**src/sbte_pkg.sv**
```systemverilog
// shared types, codes and character lookups for the byte text encoder
// no dependencies
`default_nettype none

package sbte_pkg;

	// encoding mode register codes
	typedef enum logic [1:0] {
		MODE_RAW     = 2'd0,
		MODE_B64     = 2'd1,
		MODE_HEX     = 2'd2,
		MODE_RAW_ALT = 2'd3
	} mode_t;

	localparam int unsigned PADDR_W = 2;
	localparam logic [PADDR_W-1:0] ADDR_MODE = '0;

	localparam logic [7:0] PAD_CHAR = 8'h3D;

	typedef logic [7:0] char_t;

	// one encoded step: up to four characters plus the new group state
	typedef struct packed {
		char_t [3:0] chars;
		logic [1:0]  last_idx;
		logic [1:0]  phase_nx;
		logic [3:0]  carry_nx;
	} enc_out_t;

	// standard base64 alphabet
	function automatic char_t b64_char(input logic [5:0] six);
		char_t c;
		if (six < 6'd26) begin
			c = 8'h41 + {2'b00, six};
		end else if (six < 6'd52) begin
			c = 8'h61 + {2'b00, six} - 8'd26;
		end else if (six < 6'd62) begin
			c = 8'h30 + {2'b00, six} - 8'd52;
		end else if (six == 6'd62) begin
			c = 8'h2B;
		end else begin
			c = 8'h2F;
		end
		return c;
	endfunction

	// lowercase hex digit
	function automatic char_t hex_char(input logic [3:0] nib);
		char_t c;
		if (nib < 4'd10) begin
			c = 8'h30 + {4'b0000, nib};
		end else begin
			c = 8'h61 + {4'b0000, nib} - 8'd10;
		end
		return c;
	endfunction

endpackage

`default_nettype wire

```
**src/selectable_byte_text_encoder_top.sv**
```systemverilog
// top level of the byte text encoder: apb mode register, input stage,
// character buffer and output serializer; depends on sbte_pkg, sbte_enc
//
//  channel   dir  handshake                 payload
//  s_axis    in   s_axis_tvalid/tready      tdata[7:0] data_byte, tlast end_of_message
//  m_axis    out  m_axis_tvalid/tready      tdata[7:0] text_char, tlast last_char
//  apb       in   psel/penable/pready       encoding_mode at address 0
//
// one character leaves per cycle while m_axis_tready is high, through the single
// output register stage; raw gives one character per byte, hex two, base64 one
// on the first two bytes of a group and two on the third, up to four on the last
// byte of a message; a byte passes the input stage, then the character buffer
// arst_n clears the mode register, group state and all valid flags
// the input stage holds one more byte while the character buffer drains
`default_nettype none

module selectable_byte_text_encoder_top import sbte_pkg::*; (
	input  wire               clk,
	input  wire               arst_n,
	// apb configuration port
	input  wire               psel,
	input  wire               penable,
	input  wire               pwrite,
	input  wire [PADDR_W-1:0] paddr,
	input  wire [31:0]        pwdata,
	output logic [31:0]       prdata,
	output logic              pready,
	// input byte stream
	input  wire               s_axis_tvalid,
	output logic              s_axis_tready,
	input  wire [7:0]         s_axis_tdata,   // [7:0] data_byte
	input  wire               s_axis_tlast,
	// output character stream
	output logic              m_axis_tvalid,
	input  wire               m_axis_tready,
	output logic [7:0]        m_axis_tdata,   // [7:0] text_char
	output logic              m_axis_tlast
);

	mode_t       mode_q;
	logic [1:0]  phase_q;
	logic [3:0]  carry_q;

	logic        valid_s1;
	logic [7:0]  byte_s1;
	logic        eom_s1;

	logic        valid_s2;
	char_t [3:0] chars_s2;
	logic [1:0]  last_idx_s2;
	logic        eom_s2;
	logic [1:0]  idx_s2;

	enc_out_t    enc_res;
	logic        out_xfer;
	logic        buf_done;
	logic        load_s2;
	logic        in_xfer;
	logic        cfg_wr;

	// configuration register
	assign pready = 1'b1;
	assign cfg_wr = psel && penable && pwrite && pready && (paddr == ADDR_MODE);

	always_ff @(posedge clk or negedge arst_n) begin
		if (!arst_n) begin
			mode_q <= MODE_RAW;
		end else if (cfg_wr) begin
			mode_q <= mode_t'(pwdata[1:0]);
		end
	end

	assign prdata = (paddr == ADDR_MODE) ? {30'd0, mode_q} : 32'd0;

	// handshake control
	assign out_xfer      = m_axis_tvalid && m_axis_tready;
	assign buf_done      = out_xfer && (idx_s2 == last_idx_s2);
	assign load_s2       = valid_s1 && (!valid_s2 || buf_done);
	assign s_axis_tready = !valid_s1 || load_s2;
	assign in_xfer       = s_axis_tvalid && s_axis_tready;

	// input stage
	always_ff @(posedge clk or negedge arst_n) begin
		if (!arst_n) begin
			valid_s1 <= 1'b0;
		end else if (s_axis_tready) begin
			valid_s1 <= s_axis_tvalid;
		end
	end

	always_ff @(posedge clk) begin
		if (in_xfer) begin
			byte_s1 <= s_axis_tdata;
			eom_s1  <= s_axis_tlast;
		end
	end

	sbte_enc u_enc (
		.mode           (mode_q),
		.data_byte      (byte_s1),
		.end_of_message (eom_s1),
		.phase          (phase_q),
		.carry          (carry_q),
		.res            (enc_res)
	);

	// group state advances as each byte moves into the character buffer
	always_ff @(posedge clk or negedge arst_n) begin
		if (!arst_n) begin
			phase_q <= 2'd0;
			carry_q <= 4'd0;
		end else if (load_s2) begin
			phase_q <= enc_res.phase_nx;
			carry_q <= enc_res.carry_nx;
		end
	end

	// character buffer control
	always_ff @(posedge clk or negedge arst_n) begin
		if (!arst_n) begin
			valid_s2 <= 1'b0;
			idx_s2   <= 2'd0;
		end else if (load_s2) begin
			valid_s2 <= 1'b1;
			idx_s2   <= 2'd0;
		end else if (buf_done) begin
			valid_s2 <= 1'b0;
			idx_s2   <= 2'd0;
		end else if (out_xfer) begin
			idx_s2   <= idx_s2 + 2'd1;
		end
	end

	// character buffer payload
	always_ff @(posedge clk) begin
		if (load_s2) begin
			chars_s2    <= enc_res.chars;
			last_idx_s2 <= enc_res.last_idx;
			eom_s2      <= eom_s1;
		end
	end

	// output serializer
	assign m_axis_tvalid = valid_s2;
	assign m_axis_tdata  = chars_s2[idx_s2];
	assign m_axis_tlast  = eom_s2 && (idx_s2 == last_idx_s2);

endmodule

`default_nettype wire

```
**src/sbte_enc.sv**
```systemverilog
// combinational encoder: one input byte to up to four characters
// depends on sbte_pkg
`default_nettype none

module sbte_enc import sbte_pkg::*; (
	input  wire mode_t     mode,
	input  wire [7:0]      data_byte,
	input  wire            end_of_message,
	input  wire [1:0]      phase,
	input  wire [3:0]      carry,
	output enc_out_t       res
);

	always_comb begin
		res.chars    = '0;
		res.last_idx = 2'd0;
		res.phase_nx = 2'd0;
		res.carry_nx = 4'd0;
		case (mode)
			MODE_B64: begin
				case (phase)
					2'd1: begin
						// second byte of a group
						res.chars[0] = b64_char({carry[1:0], data_byte[7:4]});
						if (end_of_message) begin
							res.chars[1] = b64_char({data_byte[3:0], 2'b00});
							res.chars[2] = PAD_CHAR;
							res.last_idx = 2'd2;
						end else begin
							res.carry_nx = data_byte[3:0];
							res.phase_nx = 2'd2;
						end
					end
					2'd2: begin
						// third byte closes the group
						res.chars[0] = b64_char({carry, data_byte[7:6]});
						res.chars[1] = b64_char(data_byte[5:0]);
						res.last_idx = 2'd1;
					end
					default: begin
						// first byte of a group
						res.chars[0] = b64_char(data_byte[7:2]);
						if (end_of_message) begin
							res.chars[1] = b64_char({data_byte[1:0], 4'b0000});
							res.chars[2] = PAD_CHAR;
							res.chars[3] = PAD_CHAR;
							res.last_idx = 2'd3;
						end else begin
							res.carry_nx = {2'b00, data_byte[1:0]};
							res.phase_nx = 2'd1;
						end
					end
				endcase
			end
			MODE_HEX: begin
				res.chars[0] = hex_char(data_byte[7:4]);
				res.chars[1] = hex_char(data_byte[3:0]);
				res.last_idx = 2'd1;
			end
			default: begin
				res.chars[0] = data_byte;
			end
		endcase
	end

endmodule

`default_nettype wire

```
**config.mk**
```make
export PLATFORM = sky130hd
export DESIGN_NAME = selectable_byte_text_encoder_top
export DESIGN_NICKNAME = d
export VERILOG_FILES = /design/src/sbte_pkg.sv /design/src/selectable_byte_text_encoder_top.sv /design/src/sbte_enc.sv
export SDC_FILE = /design/constraint.sdc
export NUM_CORES = 1
export LEC_CHECK = 0
export BUFFER_PORTS_ARGS = -buffer_cell sky130_fd_sc_hd__buf_2
export CORE_MARGIN = 2
export CORE_UTILIZATION = 55
export CTS_CLUSTER_SIZE = 8
export DETAILED_ROUTE_END_ITERATION = 10
export PLACE_DENSITY_LB_ADDON = 0.12
export SKIP_CTS_REPAIR_TIMING = 1
export SYNTH_ARGS = -nofsm -noshare
export SYNTH_HDL_FRONTEND = slang
export SYNTH_SLANG_ARGS = --single-unit
```
**constraint.sdc**
```tcl
create_clock -name clk -period 3.34 [get_ports clk]
set_clock_uncertainty 0.05 [all_clocks]
set_input_delay 0.334 -clock clk [delete_from_list [all_inputs] [get_ports clk]]
set_output_delay 0.334 -clock clk [all_outputs]
set_load 0.05 [all_outputs]
```
# Word level (Yosys, flattened, before mapping)
# Index checks and enable logic that the tools add are counted.
[word_totals] out_inout_bits=44 ff_bits=56 word_cells=143 input_bits=50
[classes] n_addsub=37 eq_ne=9 n_bitwise=1 reduce_logical=16 muxes=45 order_cmp=21
[ops] op="2-to-1 mux 8 bit" n=21
[ops] op="adder 7 x 6 -> 8 bit (first input constant)" n=12
[ops] op="< comparator 6 bit (second input constant)" n=12
[ops] op="one-hot mux 8 bit (2 select lines)" n=3
[ops] op="subtractor 8 x 5 -> 8 bit (second input constant)" n=6
[ops] op="subtractor 8 x 6 -> 8 bit (second input constant)" n=6
[ops] op="adder 6 x 6 -> 7 bit (first input constant)" n=6
[ops] op="< comparator 6 x 5 -> 1 bit (second input constant)" n=6
[ops] op="one-hot mux 18 bit (2 select lines)" n=1
[ops] op="== test 6 bit (second input constant)" n=4
[ops] op="2-to-1 mux 22 bit" n=1
[ops] op="adder 7 x 4 -> 8 bit (first input constant)" n=2
[ops] op="binary-select mux 8 bit (select 2 bit)" n=1
[ops] op="subtractor 8 x 4 -> 8 bit (second input constant)" n=2
[ops] op="adder 6 x 4 -> 7 bit (first input constant)" n=2
[ops] op="2-to-1 mux 14 bit" n=1
[ops] op="2-to-1 mux 2 bit" n=6
[ops] op="2-to-1 mux 3 bit" n=4
[ops] op="2-to-1 mux 6 bit" n=2
[ops] op="one-hot mux 6 bit (2 select lines)" n=1
[ops] op="logical AND 1 bit" n=8
[ops] op="< comparator 4 bit (second input constant)" n=2
[ops] op="2-to-1 mux 5 bit" n=1
[ops] op="== test 2 x 1 -> 1 bit (second input constant)" n=2
[ops] op="other kinds (13)" n=17

# Longest topological paths before layout
# Gate-level depths: netlist (run 1).
[logic_depth] depth_word=8 mapped_depth=11 ltp_nobuf=8

# Cells and area by module
# A second synthesis (run 1) with hierarchy kept.
[unflattened] hier_cells=544 hier_area_um2=4838.4
[by_module_without_submodules] mod="sbte_enc" seq_area_each_um2=0.0 area_per_inst_um2=2517.4 n_inst=1 cells_each=410
[by_module_without_submodules] mod="selectable_byte_text_encoder_top" seq_area_each_um2=1621.6 area_per_inst_um2=2321.0 n_inst=1 cells_each=134

# Worst setup path before layout (run 1)
# No wires, ideal clock.
[synth_timing] path_kind="register to register" from="register byte_s1[6]" to="register chars_s2[0] in the netlist's numbering (data pin)" t_required_ns=3.029 slack_ns=0.799 period_less_slack_ns=2.541 arrival_ns=2.230 path_stages_with_launch=11 setup_time_ns=0.261 path_buffers=2 path_cell_list="edfxtp_1 -> clkbuf_1 -> inv_1 -> ha_1 -> a21o_1 -> buf_6 -> a21o_4 -> a21oi_2 -> nor2_1 -> a311o_1 -> a221o_1"
[synth_lines] element="start, declared" line="selectable_byte_text_encoder_top.sv:45" text="logic [7:0] byte_s1;"
[synth_lines] element="start signal, assigned" line="selectable_byte_text_encoder_top.sv:93" text="byte_s1 <= s_axis_tdata;"
[synth_lines] element="end signal, assigned" line="selectable_byte_text_encoder_top.sv:137" text="chars_s2 <= enc_res.chars;"
[synth_lines] element="end, declared" line="selectable_byte_text_encoder_top.sv:49" text="char_t [3:0] chars_s2;"

==> reports/results.ini, run 1 <==
[yosys]
yosysWarnings = 0
ys_seq_area_frac = 0.276
syn_area_per_cell_um2 = 7.99
ys_types = 63
synth.cell_area_um2 = 4350
synth-main-ff-cell = edfxtp_1
synth_edf_count = 30
ys_ff_latch = 42
synthArstFlopShare = 0.286
synthCells = 544

[die]
coreArea_um2 = 7690
die_area_um2 = 8630
die_x_um = 92.9
start_util = 0.565
num_rows = 32
ioPinCount = 94
die_h_um = 92.9

[global_route]
track_usage = 0.281
grt_pass1_vias = 3666
grt_max_degree = 26
grt_pass1_wl_um = 19100
antenna_found_initial = 0
grt_overflow = 0

[sta]
slew_viol_final = 0
finalSetupViolCount = 0
tightestPinTransition_ps = 833
period_needed_ps = 2800
hold_viol_final = 0
rsz0062_at_grt = no
period_share = 0.840
whs_ps = 151
fin_setup_tns_ps = 0
fmax_mhz = 357
slew_headroom = 0.444

[clock_tree]
clk_latency_ps = 300
htreeDepth = 2
cts_root_buf = clkbuf_8
cts_tree = built
clkTransAtPathRegs_ps = 90
cts_buffer_depth = 2
numCtsBuffers = 5
clock_sinks = 42

[job]
cap_violations = 0

[detailed_routing]
first_pass_iters = 5
wl_per_cell_um = 17.9
drt_wl_total_um = 11900
dr_total_vias = 4245
drc = 0
vias_per_cell = 6.35
ant_nets = 0
drtIter0Drc = 436

[place]
portBuffers = 32
dp_hpwl_um = 8790
place_congestion = 0.912

[setup_path]
critPathLaunchType = register
cp-end-kind = register
reg2reg_setup_slack_ps = 540
reg2reg_from = byte_s1[5]
r2r_end = chars_s2[11]
crit_fanout = 14
critPathKind = reg -> reg
endpoint = chars_s2[11]
r2r_cells = 7
cp.arrival_ps = 2800
crit_path_start = byte_s1[5]
required_ps = 3340

[final_layout]
drive_above_1_share = 0.123
area_delta_synth_final_pct = 5.99
fin_nets = 642
diodes = 0
nFillCells = 733

[run_status]
status = complete, no violations

[pwr]
worst_ir_drop_vdd_uv = 262
p_leak_nw = 1.79
p_per_area_nw_per_um2 = 709

[hold_path]
hp-class = in -> reg

placed cells by master (no fill, tap or decap), drive strengths merged, types with 7 or more instances in the layout:
cell     n
a31oi    9
nor3    16
xnor2   22
dfrtp   12
nor2    32
conb    31
o211ai  13
buf     54
a211oi   7
ha      26
o31ai   12
edfxtp  30
inv     19
nor2b   15
a21oi   38
nand2b  14
o21ai   51
nand3   19
nand2   48
nand4    7
critical path, cell delays in order, from the launching register on:
cell and delay [ps]:
edfxtp_1 570, ha_1 590, nand2b_1 370, a21oi_1 260, a22oi_1 110, o21ai_0 240
o22ai_1 130, a22o_1 220
per-stage QoR:
step	area, um2	utilization	std cells	worst slack (ps)	power, W
global placement	4510	0.586	660	635	0.00287
detailed placement	4510	0.586	660	603	0.00290
floorplan	4450	-	573	799	0.00245
finish	4610	0.599	669	536	0.00326
global route	4610	0.599	669	306	0.00347
CTS	4600	0.598	668	595	0.00324
per-layer routing:
layer  wire, um  global-route usage  vias up
met5          0                   0        -
met4        187              0.0637        0
met1       5180               0.424     1945
met3       1230              0.0448       23
li1           -                   -     1977
met2       5350               0.423      300
logic make-up after synthesis:
family	synth area share
AOI/OAI and AO/OA	0.273
xor gates and xnor gates	0.0544
adders and majority gates	0.0749
buffers and inverters	0.109
DFF	0.276
muxes	0.0196
other	0.00173
and+or+nand+nor	0.191
power by group:
group / total (W) / internal (W) / switching (W)
combinational: 0.00203 / 0.000639 / 0.00139
clock: 0.000337 / 0.000147 / 0.000190
sequential: 0.000894 / 0.000750 / 0.000144
cell usage after synthesis (7+ instances only):
library cell	n	area, um2
nand2_1	48	180
o21ai_0	44	220
a21oi_1	36	180
nor2_1	32	120
buf_4	31	233
edfxtp_1	30	901
ha_1	26	325
xnor2_1	22	193
clkbuf_1	21	78.8
nand3_1	19	95.1
inv_1	17	63.8
nor3_1	16	80.1
buf_2	15	75.1
nor2b_1	15	93.8
nand2b_1	14	87.6
o211ai_1	13	97.6
dfrtp_1	12	300
o31ai_1	12	90.1
a31oi_1	9	56.3
a211oi_1	7	52.6
nand4_1	7	43.8
o21ai_1	7	35.0
how the worst min path moves through the flow:
stage                               end  cells past startpoint       startpoint
after global routing         byte_s1[2]                      1  s_axis_tdata[2]
after global placement    m_axis_tvalid                      1           arst_n
final                        byte_s1[1]                      1  s_axis_tdata[1]
after detailed placement      idx_s2[1]                      1           arst_n
after floorplan              carry_q[0]                      0           arst_n
after CTS                     idx_s2[1]                      1           arst_n
cell type report:
cell class	count	area, um2	area share
multi-input cells	443	2780	0.604
clock buffers	5	68.8	0.0149
well taps	102	128	0.0277
flip-flops and latches	42	1200	0.261
inverters	19	71.3	0.0155
clock inverters	3	21.3	0.00462
repair buffers	55	335	0.0728
sequential cells by signal, summed over array words and instances, names as in the netlist:
name           count
byte_s1            8
carry_q            4
chars_s2          18
eom_s1             1
eom_s2             1
idx_s2             2
last_idx_s2        2
m_axis_tvalid      1
mode_q             2
phase_q            2
valid_s1           1
Power figures use the tool's default switching activity.
==> inputs of run 2 (changes only) <==
- CORE_UTILIZATION: 55 -> 51
- clock period: 3.34 -> 2.5 ns (I/O delays scaled with it)
==> run 2 against run 1 <==
  * Combinational power rose by 52%
  * Die area increased by 7.5%
  * Non-clock buffer count grew 51
  * Sequential power rose by 24%
  * Critical path type unchanged
  * Highest routed layer unchanged
==> reports/results.ini, run 2 (same netlist as run 1, synthesis figures left out) <==
[global_route]
grt_max_degree = 26  ; unchanged
antenna_found_initial = 0  ; unchanged
grt_pass1_vias = 3847  ; was 3666
track_usage = 0.280  ; was 0.281
grt_overflow = 0  ; unchanged
grt_pass1_wl_um = 19900  ; was 19100 um

[sta]
whs_ps = 50.9  ; was 151 ps
period_needed_ps = 2450  ; was 2800 ps
period_share = 0.981  ; was 0.840
fmax_mhz = 408  ; was 357 MHz
hold_viol_final = 0  ; unchanged
slew_headroom = 0.660  ; was 0.444
slew_viol_final = 0  ; unchanged
rsz0062_at_grt = yes  ; was no
tightestPinTransition_ps = 509  ; was 833 ps
finalSetupViolCount = 0  ; unchanged

[setup_path]
crit_fanout = 13  ; was 14
reg2reg_setup_slack_ps = 50  ; was 540 ps
crit_chain = buf_4 > ha_1 > a21oi_4 > or3_1 > o311ai_1 > a221oi_1 > o31ai_1  ; was ha_1 > nand2b_1 > a21oi_1 > a22oi_1 > o21ai_0 > o22ai_1 > a22o_1
crit_cells = 7  ; unchanged
cp_slowest_cell = dfrtp_1  ; was ha_1
r2r_cells = 7  ; unchanged
r2r_end = chars_s2[1]  ; was chars_s2[11]
cp.arrival_ps = 2480  ; was 2800 ps
critPathKind = reg -> reg  ; unchanged
required_ps = 2530  ; was 3340 ps
timing.critical_path.buf_inv = 1  ; was 0
critPathMaxStageDelay_ps = 470  ; was 590 ps
path_delay_family = compound AO/OA/AOI/OAI gates  ; unchanged
reg2reg_from = carry_q[0]  ; was byte_s1[5]
critPathLaunchType = register  ; unchanged
cp-end-kind = register  ; unchanged

[hold_path]
min_to = byte_s1[5]  ; was byte_s1[1]
whs_path_depth = 1  ; unchanged
hold_start = s_axis_tdata[5]  ; was s_axis_tdata[1]
hp-class = in -> reg  ; unchanged

[final_layout]
fin_area_um2 = 5040  ; was 4610 um2
fin_nets = 693  ; was 642
drive_above_1_share = 0.212  ; was 0.123
largestRegisters = chars_s2 x18, byte_s1 x8, carry_q x4  ; unchanged
diodes = 0  ; unchanged
final_common_cell = buf_4  ; was nand2_1
largest_reg_flops = 18  ; unchanged
largest-register = chars_s2  ; unchanged
fin_util = 0.611  ; was 0.599
nFillCells = 790  ; was 733
fin_cells = 723  ; was 669
final_cell_mix = buf_4 (73), nand2_1 (48), o21ai_0 (44)  ; was nand2_1 (48), o21ai_0 (44), a21oi_1 (36)
area_delta_synth_final_pct = 16.1  ; was 5.99%

[detailed_routing]
drt_wl_total_um = 12800  ; was 11900 um
ant_nets = 0  ; unchanged
first_pass_iters = 5  ; unchanged
dr_total_vias = 4374  ; was 4245
vias_per_cell = 6.05  ; was 6.35
drtIter0Drc = 498  ; was 436
wl_per_cell_um = 17.7  ; was 17.9 um
drc = 0  ; unchanged

[clock_tree]
clk_latency_ps = 310  ; was 300 ps
cts_tree = built  ; unchanged
clkTransAtPathRegs_ps = 100  ; was 90 ps
numCtsBuffers = 5  ; unchanged
htreeDepth = 2  ; unchanged
cts_root_buf = clkbuf_8  ; unchanged
clock_sinks = 42  ; unchanged
cts_buffer_depth = 2  ; unchanged

[place]
placed_cell_area_um2 = 4880  ; was 4510 um2
post-place-cells = 713  ; was 660
portBuffers = 32  ; unchanged
place_congestion = 0.970  ; was 0.912
dp_hpwl_um = 9800  ; was 8790 um

[die]
die_h_um = 96.3  ; was 92.9 um
die_area_um2 = 9270  ; was 8630 um2
num_rows = 33  ; was 32
start_util = 0.526  ; was 0.565
ioPinCount = 94  ; unchanged
die_x_um = 96.3  ; was 92.9 um
coreArea_um2 = 8260  ; was 7690 um2

[run_status]
status = complete, no violations  ; unchanged

[pwr]
p_leak_nw = 2.06  ; was 1.79 nW
worst_ir_drop_vdd_uv = 445  ; was 262 uV
p_per_area_nw_per_um2 = 929  ; was 709 nW/um2

[job]
cap_violations = 0  ; unchanged

==> run 2: cell type report <==
type                       instances  area (um2)  area share
timing repair buffer             106         718       0.142
inverter                          19        71.3      0.0141
clock buffer                       5        68.8      0.0136
multi-input combinational        443        2830       0.561
clock inverter                     3        25.0     0.00496
tap                              105         131      0.0260
sequential                        42        1200       0.238
==> run 2: per-stage QoR <==
step | total power, W | setup TNS [ps] | setup slack (ps)
after global routing | 0.00498 | -36.1 | -34.9
after global placement | 0.00408 | -7.20 | -7.20
after CTS | 0.00461 | 0 | 53.9
after floorplan | 0.00327 | 0 | 29.3
after detailed placement | 0.00412 | 0 | 75.8
final | 0.00469 | 0 | 48.7
==> run 2: layer usage <==
metal	global-route usage	share of wire	up-vias
li1	-	-	2080
met1	0.407	0.44	2036
met2	0.447	0.47	244
met3	0.0321	0.077	14
met4	0.0610	0.011	0
met5	0	0	-
==> run 2: worst register-to-register path: stages, from the launching register on <==
cell      delay (ps)
dfrtp_1          470
buf_4            250
ha_1             350
a21oi_4          150
or3_1            360
o311ai_1          80
a221oi_1         150
o31ai_1          370
==> run 2: how the worst max path moves through the flow <==
| stage | from | endpoint | slack, ps |
|---|---|---|---|
| 3_3_place_gp | byte_s1[3] | chars_s2[13] | -7 |
| 5_1_grt | carry_q[1] | chars_s2[2] | -30 |
| 6_report | carry_q[0] | chars_s2[1] | 50 |
| 2_1_floorplan | byte_s1[7] | chars_s2[0] | 30 |
| 3_5_place_dp | byte_s1[7] | chars_s2[1] | 80 |
| 4_1_cts | byte_s1[7] | chars_s2[5] | 50 |
==> run 2: report_power, final <==
group          internal, W  switching (W)  total, W
logic              0.00107        0.00201   0.00309
registers          0.00100       0.000114   0.00111
clock network     0.000202       0.000281  0.000483
